$ cat src/rtl/fqrc_pkg.sv
// Shared types, character codes and control structs for the FASTQ read classifier.
package fqrc_pkg;

  localparam int CFG_W  = 12;
  localparam int FEAT_W = 29;

  localparam logic [CFG_W-1:0] READ_LEN_RST = 12'd100;
  localparam logic [FEAT_W-1:0] FEAT_MAX = {FEAT_W{1'b1}};

  localparam logic [7:0] CH_NL = 8'd10;
  localparam logic [7:0] CH_A  = 8'h41;
  localparam logic [7:0] CH_C  = 8'h43;
  localparam logic [7:0] CH_G  = 8'h47;
  localparam logic [7:0] CH_T  = 8'h54;
  localparam logic [7:0] CH_N  = 8'h4E;

  localparam logic [1:0] PHASE_HDR = 2'd0;
  localparam logic [1:0] PHASE_SEQ = 2'd1;

  localparam logic [1:0] RS_CLEAN   = 2'd0;
  localparam logic [1:0] RS_DIRTY   = 2'd1;
  localparam logic [1:0] RS_LEN_ERR = 2'd2;

  typedef struct packed {
    logic [7:0] data_byte;
    logic       end_of_input;
  } in_req_t;

  typedef struct packed {
    logic [1:0]        status;
    logic [31:0]       read_index;
    logic [FEAT_W-1:0] feature;
    logic [31:0]       clean_total;
    logic [31:0]       dirty_total;
  } out_res_t;

  typedef enum logic [1:0] {
    FK_DIRTY,
    FK_CLEAN,
    FK_CLEAN_DIV,
    FK_LEN_ERR
  } fin_kind_t;

  typedef enum logic [2:0] {
    ST_RUN,
    ST_MUL_AC,
    ST_MUL_G,
    ST_MUL_T,
    ST_DIV,
    ST_FEAT,
    ST_HALT
  } ctl_state_t;

  typedef struct packed {
    logic step;
    logic load_out;
    logic start_calc;
    logic mul_ac;
    logic mul_g;
    logic mul_t;
    logic div_step;
    logic load_feat;
  } ctl_cmd_t;

  typedef struct packed {
    logic      seq_line;
    logic      fin;
    fin_kind_t kind;
    logic      div_last;
  } dp_stat_t;

endpackage

$ cat src/rtl/fqrc_dp.sv
// Datapath: line tracking, base counters, read totals, feature multiply and divide.
module fqrc_dp #(
  parameter int MAX_READ_LEN = 4095
) (
  input  logic                      clk,
  input  logic                      rst_n,
  input  logic                      cfg_wr_en,
  input  logic [fqrc_pkg::CFG_W-1:0] cfg_wr_data,
  input  fqrc_pkg::in_req_t         in_data,
  input  fqrc_pkg::ctl_cmd_t        cmd,
  output fqrc_pkg::dp_stat_t        stat,
  output fqrc_pkg::out_res_t        out_data
);

  localparam int CNT_W  = $clog2(MAX_READ_LEN + 1);
  localparam int LEN_W  = $clog2(MAX_READ_LEN + 2);
  localparam int CMP_W  = (LEN_W > fqrc_pkg::CFG_W) ? LEN_W : fqrc_pkg::CFG_W;
  localparam int PROD_W = 4 * CNT_W;
  localparam int QW     = (PROD_W > fqrc_pkg::FEAT_W) ? PROD_W : fqrc_pkg::FEAT_W;
  localparam int DCNT_W = $clog2(PROD_W);
  localparam int RW     = fqrc_pkg::CFG_W;

  logic [RW-1:0]     read_len_r;
  logic [1:0]        phase_r;
  logic [LEN_W-1:0]  len_r;
  logic [CNT_W-1:0]  cnt_a_r, cnt_c_r, cnt_g_r, cnt_t_r;
  logic              saw_n_r;
  logic [31:0]       reads_r, clean_r, dirty_r;

  logic [CNT_W-1:0]   op_a_r, op_c_r, op_g_r, op_t_r;
  logic [2*CNT_W-1:0] p1_r;
  logic [3*CNT_W-1:0] p2_r;
  logic [PROD_W-1:0]  dq_r;
  logic [RW-1:0]      rem_r;
  logic [DCNT_W-1:0]  dcnt_r;
  fqrc_pkg::out_res_t out_r;

  logic                    is_eoi, is_nl, in_seq, len_ok;
  fqrc_pkg::fin_kind_t     kind;
  logic [31:0]             clean_inc, dirty_inc;
  logic                    is_clean;
  logic [RW:0]             rem_sh;
  logic                    ge;
  logic [RW-1:0]           rem_nxt;
  logic [QW-1:0]           q_ext;
  logic [fqrc_pkg::FEAT_W-1:0] feat;

  assign is_eoi = in_data.end_of_input;
  assign is_nl  = !is_eoi && (in_data.data_byte == fqrc_pkg::CH_NL);
  assign in_seq = (phase_r == fqrc_pkg::PHASE_SEQ);
  assign len_ok = (CMP_W'(len_r) == CMP_W'(read_len_r)) &&
                  (len_r <= LEN_W'(MAX_READ_LEN));

  always_comb begin
    if (!len_ok) begin
      kind = fqrc_pkg::FK_LEN_ERR;
    end else if (saw_n_r) begin
      kind = fqrc_pkg::FK_DIRTY;
    end else if (read_len_r == '0) begin
      kind = fqrc_pkg::FK_CLEAN;
    end else begin
      kind = fqrc_pkg::FK_CLEAN_DIV;
    end
  end

  assign is_clean  = (kind == fqrc_pkg::FK_CLEAN) || (kind == fqrc_pkg::FK_CLEAN_DIV);
  assign clean_inc = clean_r + 32'd1;
  assign dirty_inc = dirty_r + 32'd1;

  // One restoring division step per cycle; the quotient shifts in behind the dividend.
  assign rem_sh  = {rem_r, dq_r[PROD_W-1]};
  assign ge      = (rem_sh >= {1'b0, read_len_r});
  assign rem_nxt = ge ? RW'(rem_sh - {1'b0, read_len_r}) : rem_sh[RW-1:0];

  assign q_ext = QW'(dq_r);
  assign feat  = (q_ext > QW'(fqrc_pkg::FEAT_MAX)) ? fqrc_pkg::FEAT_MAX
                                                    : q_ext[fqrc_pkg::FEAT_W-1:0];

  assign stat.seq_line = in_seq;
  assign stat.fin      = in_seq && (is_nl || (is_eoi && (len_r != '0)));
  assign stat.kind     = kind;
  assign stat.div_last = (dcnt_r == DCNT_W'(PROD_W - 1));

  assign out_data = out_r;

  always_ff @(posedge clk) begin
    if (!rst_n) begin
      read_len_r <= fqrc_pkg::READ_LEN_RST;
      phase_r    <= fqrc_pkg::PHASE_HDR;
      len_r      <= '0;
      cnt_a_r    <= '0;
      cnt_c_r    <= '0;
      cnt_g_r    <= '0;
      cnt_t_r    <= '0;
      saw_n_r    <= 1'b0;
      reads_r    <= '0;
      clean_r    <= '0;
      dirty_r    <= '0;
    end else begin
      if (cfg_wr_en) begin
        read_len_r <= cfg_wr_data;
      end
      if (cmd.step) begin
        if (is_eoi || is_nl) begin
          len_r   <= '0;
          cnt_a_r <= '0;
          cnt_c_r <= '0;
          cnt_g_r <= '0;
          cnt_t_r <= '0;
          saw_n_r <= 1'b0;
          phase_r <= is_eoi ? fqrc_pkg::PHASE_HDR : phase_r + 2'd1;
        end else if (in_seq) begin
          if (len_r < LEN_W'(MAX_READ_LEN)) begin
            case (in_data.data_byte)
              fqrc_pkg::CH_A: cnt_a_r <= cnt_a_r + CNT_W'(1);
              fqrc_pkg::CH_C: cnt_c_r <= cnt_c_r + CNT_W'(1);
              fqrc_pkg::CH_G: cnt_g_r <= cnt_g_r + CNT_W'(1);
              fqrc_pkg::CH_T: cnt_t_r <= cnt_t_r + CNT_W'(1);
              default: ;
            endcase
          end
          if (in_data.data_byte == fqrc_pkg::CH_N) begin
            saw_n_r <= 1'b1;
          end
          if (len_r <= LEN_W'(MAX_READ_LEN)) begin
            len_r <= len_r + LEN_W'(1);
          end
        end
        if (stat.fin && (kind != fqrc_pkg::FK_LEN_ERR)) begin
          reads_r <= reads_r + 32'd1;
          if (kind == fqrc_pkg::FK_DIRTY) begin
            dirty_r <= dirty_inc;
          end else begin
            clean_r <= clean_inc;
          end
        end
      end
    end
  end

  always_ff @(posedge clk) begin
    if (cmd.load_out || cmd.start_calc) begin
      out_r.status      <= (kind == fqrc_pkg::FK_LEN_ERR) ? fqrc_pkg::RS_LEN_ERR :
                           (kind == fqrc_pkg::FK_DIRTY)   ? fqrc_pkg::RS_DIRTY :
                                                            fqrc_pkg::RS_CLEAN;
      out_r.read_index  <= reads_r;
      out_r.feature     <= '0;
      out_r.clean_total <= is_clean ? clean_inc : clean_r;
      out_r.dirty_total <= (kind == fqrc_pkg::FK_DIRTY) ? dirty_inc : dirty_r;
    end
    if (cmd.start_calc) begin
      op_a_r <= cnt_a_r;
      op_c_r <= cnt_c_r;
      op_g_r <= cnt_g_r;
      op_t_r <= cnt_t_r;
    end
    if (cmd.mul_ac) begin
      p1_r <= {{CNT_W{1'b0}}, op_a_r} * {{CNT_W{1'b0}}, op_c_r};
    end
    if (cmd.mul_g) begin
      p2_r <= {{CNT_W{1'b0}}, p1_r} * {{2*CNT_W{1'b0}}, op_g_r};
    end
    if (cmd.mul_t) begin
      dq_r   <= {{CNT_W{1'b0}}, p2_r} * {{3*CNT_W{1'b0}}, op_t_r};
      rem_r  <= '0;
      dcnt_r <= '0;
    end
    if (cmd.div_step) begin
      dq_r   <= {dq_r[PROD_W-2:0], ge};
      rem_r  <= rem_nxt;
      dcnt_r <= dcnt_r + DCNT_W'(1);
    end
    if (cmd.load_feat) begin
      out_r.feature <= feat;
    end
  end

endmodule

$ cat src/rtl/fqrc_ctrl.sv
// Controller: sequences byte intake, feature calculation, halt and the output register valid.
module fqrc_ctrl (
  input  logic                clk,
  input  logic                rst_n,
  input  logic                in_valid,
  output logic                in_stall,
  output logic                out_valid,
  input  logic                out_stall,
  input  fqrc_pkg::dp_stat_t  stat,
  output fqrc_pkg::ctl_cmd_t  cmd
);

  fqrc_pkg::ctl_state_t state_r, state_nxt;
  logic                 out_valid_r, out_valid_nxt;
  logic                 accept;

  assign out_valid = out_valid_r;
  assign accept    = in_valid && !in_stall;

  always_ff @(posedge clk) begin
    if (!rst_n) begin
      state_r     <= fqrc_pkg::ST_RUN;
      out_valid_r <= 1'b0;
    end else begin
      state_r     <= state_nxt;
      out_valid_r <= out_valid_nxt;
    end
  end

  always_comb begin
    state_nxt = state_r;
    cmd       = '0;
    in_stall  = 1'b1;
    unique case (state_r)
      fqrc_pkg::ST_RUN: begin
        // Any byte on a sequence line may end the read, so hold off while a result waits.
        in_stall = out_valid_r && out_stall && stat.seq_line;
        cmd.step = accept;
        if (accept && stat.fin) begin
          unique case (stat.kind)
            fqrc_pkg::FK_LEN_ERR: begin
              cmd.load_out = 1'b1;
              state_nxt    = fqrc_pkg::ST_HALT;
            end
            fqrc_pkg::FK_CLEAN_DIV: begin
              cmd.start_calc = 1'b1;
              state_nxt      = fqrc_pkg::ST_MUL_AC;
            end
            default: begin
              cmd.load_out = 1'b1;
            end
          endcase
        end
      end
      fqrc_pkg::ST_MUL_AC: begin
        cmd.mul_ac = 1'b1;
        state_nxt  = fqrc_pkg::ST_MUL_G;
      end
      fqrc_pkg::ST_MUL_G: begin
        cmd.mul_g = 1'b1;
        state_nxt = fqrc_pkg::ST_MUL_T;
      end
      fqrc_pkg::ST_MUL_T: begin
        cmd.mul_t = 1'b1;
        state_nxt = fqrc_pkg::ST_DIV;
      end
      fqrc_pkg::ST_DIV: begin
        cmd.div_step = 1'b1;
        if (stat.div_last) begin
          state_nxt = fqrc_pkg::ST_FEAT;
        end
      end
      fqrc_pkg::ST_FEAT: begin
        cmd.load_feat = 1'b1;
        state_nxt     = fqrc_pkg::ST_RUN;
      end
      fqrc_pkg::ST_HALT: begin
        // Requests are still taken and simply dropped.
        in_stall = 1'b0;
      end
      default: begin
        state_nxt = fqrc_pkg::ST_RUN;
      end
    endcase
    out_valid_nxt = (out_valid_r && out_stall) || cmd.load_out || cmd.load_feat;
  end

  a_calc_out_free: assert property (@(posedge clk) disable iff (!rst_n)
    (state_r == fqrc_pkg::ST_MUL_AC) |-> !out_valid_r)
    else $error("output register busy when feature calculation starts");

  a_feat_valid: assert property (@(posedge clk) disable iff (!rst_n)
    (state_r == fqrc_pkg::ST_FEAT) |=> out_valid_r)
    else $error("feature result not presented");

  a_halt_sticky: assert property (@(posedge clk) disable iff (!rst_n)
    (state_r == fqrc_pkg::ST_HALT) |=> (state_r == fqrc_pkg::ST_HALT))
    else $error("left halt without reset");

  a_no_overwrite: assert property (@(posedge clk) disable iff (!rst_n)
    (out_valid_r && out_stall) |-> !(cmd.load_out || cmd.load_feat))
    else $error("pending result overwritten");

endmodule

$ cat src/rtl/fastq_read_classifier_top.sv
// Top level of the FASTQ read classifier: controller and datapath.
// One byte request per cycle outside a feature calculation; a waiting result stalls only bytes of a sequence line.
// A read with N, a length error or a clean read at read_length zero gives its result next cycle.
// A clean read at nonzero read_length runs three multiplies and a restoring divide of the
// 4*CNT_W-bit product (48 bits at the default); input stalls until the feature is registered.
// Reset (rst_n, synchronous, active low) clears the control state, counters and totals and
// sets read_length to 100; after a length error every request is taken and dropped until reset.
module fastq_read_classifier_top #(
  parameter int MAX_READ_LEN = 4095
) (
  input  logic                       clk,
  input  logic                       rst_n,
  input  logic                       cfg_wr_en,
  input  logic [fqrc_pkg::CFG_W-1:0] cfg_wr_data,
  input  logic                       in_valid,
  output logic                       in_stall,
  input  fqrc_pkg::in_req_t          in_data,
  output logic                       out_valid,
  input  logic                       out_stall,
  output fqrc_pkg::out_res_t         out_data
);

  // Command and status between the sequencer and the datapath.
  fqrc_pkg::ctl_cmd_t cmd;
  fqrc_pkg::dp_stat_t stat;

  // The controller owns the handshake and the output valid flag; it also tracks the
  // halted condition as a state of its own.
  fqrc_ctrl u_ctrl (
    .clk       (clk),
    .rst_n     (rst_n),
    .in_valid  (in_valid),
    .in_stall  (in_stall),
    .out_valid (out_valid),
    .out_stall (out_stall),
    .stat      (stat),
    .cmd       (cmd)
  );

  // The datapath holds the configuration register, the per-line counters, the read
  // totals, the multiply chain and the divider, plus the output payload register.
  fqrc_dp #(
    .MAX_READ_LEN (MAX_READ_LEN)
  ) u_dp (
    .clk         (clk),
    .rst_n       (rst_n),
    .cfg_wr_en   (cfg_wr_en),
    .cfg_wr_data (cfg_wr_data),
    .in_data     (in_data),
    .cmd         (cmd),
    .stat        (stat),
    .out_data    (out_data)
  );

endmodule

$ cat config.mk
export PLATFORM = sky130hd
export DESIGN_NAME = fastq_read_classifier_top
export DESIGN_NICKNAME = d
export VERILOG_FILES = /design/src/rtl/fqrc_pkg.sv /design/src/rtl/fqrc_dp.sv /design/src/rtl/fqrc_ctrl.sv /design/src/rtl/fastq_read_classifier_top.sv
export SDC_FILE = /design/constraint.sdc
export NUM_CORES = 2
export LEC_CHECK = 0
export BUFFER_PORTS_ARGS = -buffer_cell sky130_fd_sc_hd__clkbuf_2
export CELL_PAD_IN_SITES_DETAIL_PLACEMENT = 1
export CELL_PAD_IN_SITES_GLOBAL_PLACEMENT = 1
export CORE_ASPECT_RATIO = 1.75
export CORE_UTILIZATION = 51
export CTS_CLUSTER_SIZE = 16
export DETAILED_ROUTE_END_ITERATION = 8
export PLACE_DENSITY = 0.85
export SLEW_MARGIN = 20
export SYNTH_ARGS = -nofsm -noshare
export SYNTH_HDL_FRONTEND = slang
export SYNTH_SLANG_ARGS = --single-unit
$ cat constraint.sdc
create_clock -name clk -period 7.43 [get_ports clk]
set_clock_uncertainty 0.15 [all_clocks]
set_input_delay 1.1145 -clock clk [delete_from_list [all_inputs] [get_ports clk]]
set_output_delay 1.1145 -clock clk [all_outputs]
set_load 0.005 [all_outputs]
==> impl_metrics.env <==
export IMPL_max_stage_delay_ns=0.72
export IMPL_hold_path_class="reg -> reg"
export IMPL_clk_pin_slew_ns=0.07
export IMPL_clk_path_buf_depth=3
export IMPL_final_area_sq_um=49800
export IMPL_drive_gt1_share_pct=6.44
export IMPL_post_cts_buffers=0
export IMPL_yosysSeqAreaShare_pct=27.0
export IMPL_cp_end_kind="register"
export IMPL_gp_congestion=0.903
export IMPL_grt_pass1_vias=40900
export IMPL_routed_via_count=34900
export IMPL_htreeDepth=2
export IMPL_cp_start_kind="register"
export IMPL_dr_pass1_iters=5
export IMPL_yosys_cell_types_count=77
export IMPL_synth_edff_count=301
export IMPL_grtUsageMet1_pct=27.9
export IMPL_cts_made_buffers=49
export IMPL_place_area_sq_um=48200
export IMPL_drc=0
export IMPL_fp_dieH_um=401
export IMPL_rsz0062_at_grt="no"
export IMPL_via_per_inst=5.70
export IMPL_critPathMaxFanout=14
export IMPL_cts_resized=0
export IMPL_ys_top_cells_by_area="fa_1, edfxtp_1, dfxtp_1, ha_1, nand2_1"
export IMPL_wl_per_cell_um=22.6
export IMPL_synthArstFlopShare_pct=0
export IMPL_fmax_mhz=145
export IMPL_slew_viol_final=0
export IMPL_synth_flop_cell="edfxtp_1"
export IMPL_cp_slowest_cell="o41ai_2"
export IMPL_worstSetupPathType="reg -> reg"
export IMPL_synth_top_cell_by_area="fa_1"
export IMPL_core_sq_um=90400
export IMPL_cpMostUsedCell="fa_1"
export IMPL_final_hold_viol_count=0
export IMPL_syn_inst=4866
export IMPL_grt_max_degree=77
export IMPL_maxCapViolCount=0
export IMPL_synth_area_per_cell_sq_um=9.54
export IMPL_cts_tree="done"
export IMPL_ant_nets=0
export IMPL_seqCellArea_sq_um=12600
export IMPL_hold_buffers=0
export IMPL_crit_required_ns=7.67
export IMPL_insertion_delay_ns=0.65
export IMPL_gr_total_overflow=0
export IMPL_grt_busiest_layer="met2"
export IMPL_multi_input_area_sq_um=30000
export IMPL_num_rows=146
export IMPL_syn2layout_area_growth_pct=7.34
export IMPL_setup_viol=0
export IMPL_cts_sinks=477
export IMPL_dp_hpwl_um=107000
export IMPL_period_minus_slack_ns=6.88
export IMPL_antenna_found_initial=3
export IMPL_chipWidth_um=230
export IMPL_worstMarginPinSlew_ns=1.06
export IMPL_relSlewSlack_pct=29.1
export IMPL_track_usage_pct=30.7
export IMPL_drt_iter0_drc=1740
export IMPL_ys_ff_latch=477
export IMPL_synth_top_cell_area_share_pct=28.5
export IMPL_fin_crit_sh_pct=92.7
export IMPL_arrival_ns=7.12
export IMPL_status="finished clean"
export IMPL_synth_nets=5798
export IMPL_path_cells="and2_1 -> fa_1 -> inv_1 -> fa_1 -> inv_1 -> fa_1 -> fa_1 -> inv_1 -> fa_1 -> inv_1 -> ha_1 -> o21ai_0 -> nand2b_1 -> o41a_1 -> a31o_2 -> a31oi_4 -> o41ai_2 -> a211oi_2 -> o31ai_1 -> or4_1 -> o2111ai_1"
export IMPL_grt_first_pass_wirelength_um=219000
export IMPL_fillers=10300
export IMPL_port_buffer_count=154
export IMPL_initial_utilization_pct=51.4
export IMPL_hold_ws_ns=0.311
export IMPL_yosys_warnings=0
export IMPL_fin_tns_setup_ns=0
export IMPL_dieArea_sq_um=92300
export IMPL_syn_area_sq_um=46400
export IMPL_num_io_pins=155
export IMPL_final_nets=5817
export IMPL_root_buffer="clkbuf_16"
export IMPL_met2_usage_pct=59.7
export IMPL_wl_um=138000
export IMPL_met3_usage_pct=4.91
## critical path, delay by kind of cell, from the launching register on
family,cells,cell delay (ns)
buffers and inverters,4,0.21
AOI/OAI and AO/OA,8,2.09
DFF,1,0.62
and+or+nand+nor,3,0.53
adders and majority gates,6,2.97
## cells in the mapped netlist (127+ instances only)
library cell / n
nand2_1: 810
fa_1: 661
inv_1: 784
dfxtp_1: 176
xor2_1: 127
clkbuf_1: 221
a21oi_1: 133
and2_1: 337
xnor2_1: 152
ha_1: 245
edfxtp_1: 301
nor2_1: 203
## registers in the layout, summed over array words and instances, names as in the netlist, 13 cells and up
signal         flops
u_dp.clean_r      32
u_dp.dirty_r      32
u_dp.reads_r      32
u_dp.p2_r         36
u_dp.out_data    127
u_dp.p1_r         24
u_dp.dq_r         48
u_dp.len_r        13
## stage by stage
stage	instances	utilization [%]	setup WS, ns
after floorplan	4866	-	1.25
after global placement	6018	53.3	0.794
after detailed placement	6018	53.3	0.620
after CTS	6109	55.1	0.594
after global routing	6110	55.1	0.243
final	6110	55.1	0.546
## per-layer routing
metal / vias up / part of all wire [%]
li1: 15200 / -
met4: 4 / 8.7
met2: 1149 / 56
met3: 630 / 4.6
met5: - / 0.017
met1: 17800 / 31
## cell usage in the layout, fill, tap and decap left out, types with 14 or more instances in the layout
cell type  instances
mux2i_1           22
dfxtp_1          176
and2_1           337
and3_1            42
nor4_1            17
o21a_1            41
nand4_1           51
nor2b_1           35
o21ai_0          102
nand3_1           67
fa_1             661
nor3_1            33
a21boi_0          38
inv_1            783
or3_1             41
ha_1             245
xnor2_1          152
nand2b_1          17
xor2_1           127
a21oi_1          133
clkbuf_2         153
clkbuf_16         51
a21o_1            40
nand2_1          808
nor2_1           202
edfxtp_1         301
buf_4             53
a211oi_1          14
## final timing paths
kind	start	end	slack, ns	cells after the start
worst min register to register	u_dp.cnt_t_r[4]$_SDFFE_PN0P_	u_dp.op_t_r[4]$_DFFE_PP_	0.31	0
worst max-delay path	u_dp.op_t_r[8]$_DFFE_PP_	u_dp.dq_r[40]$_DFFE_PP_	0.55	21
worst min-delay path	u_dp.cnt_t_r[4]$_SDFFE_PN0P_	u_dp.op_t_r[4]$_DFFE_PP_	0.31	0
worst max register to register	u_dp.op_t_r[8]$_DFFE_PP_	u_dp.dq_r[40]$_DFFE_PP_	0.55	21
## layout make-up
class                      count  share of cell area [%]
clock inverter                32                   0.660
sequential                   477                    25.2
inverter                     784                    5.91
tap                         1184                    2.97
timing repair buffer         206                    2.33
clock buffer                  59                    2.66
antenna                        1                 0.00502
multi-input combinational   3367                    60.3
## kinds of logic (layout without fill, tap and decap cells)
| logic type | count (synthesis) | count (layout) | share of synthesized area (%) |
|---|---|---|---|
| AOI/OAI and AO/OA | 449 | 449 | 6.13 |
| xor gates and xnor gates | 279 | 279 | 5.26 |
| adders and majority gates | 906 | 906 | 35.1 |
| buffers and inverters | 1022 | 1081 | 8.34 |
| DFF | 477 | 477 | 27.0 |
| muxes | 23 | 23 | 0.498 |
| other | 0 | 1 | 0 |
| and+or+nand+nor | 1710 | 1710 | 17.6 |
Power is not shown: default switching activity piles up to over one toggle a cycle in this logic, so the estimate is an artifact.
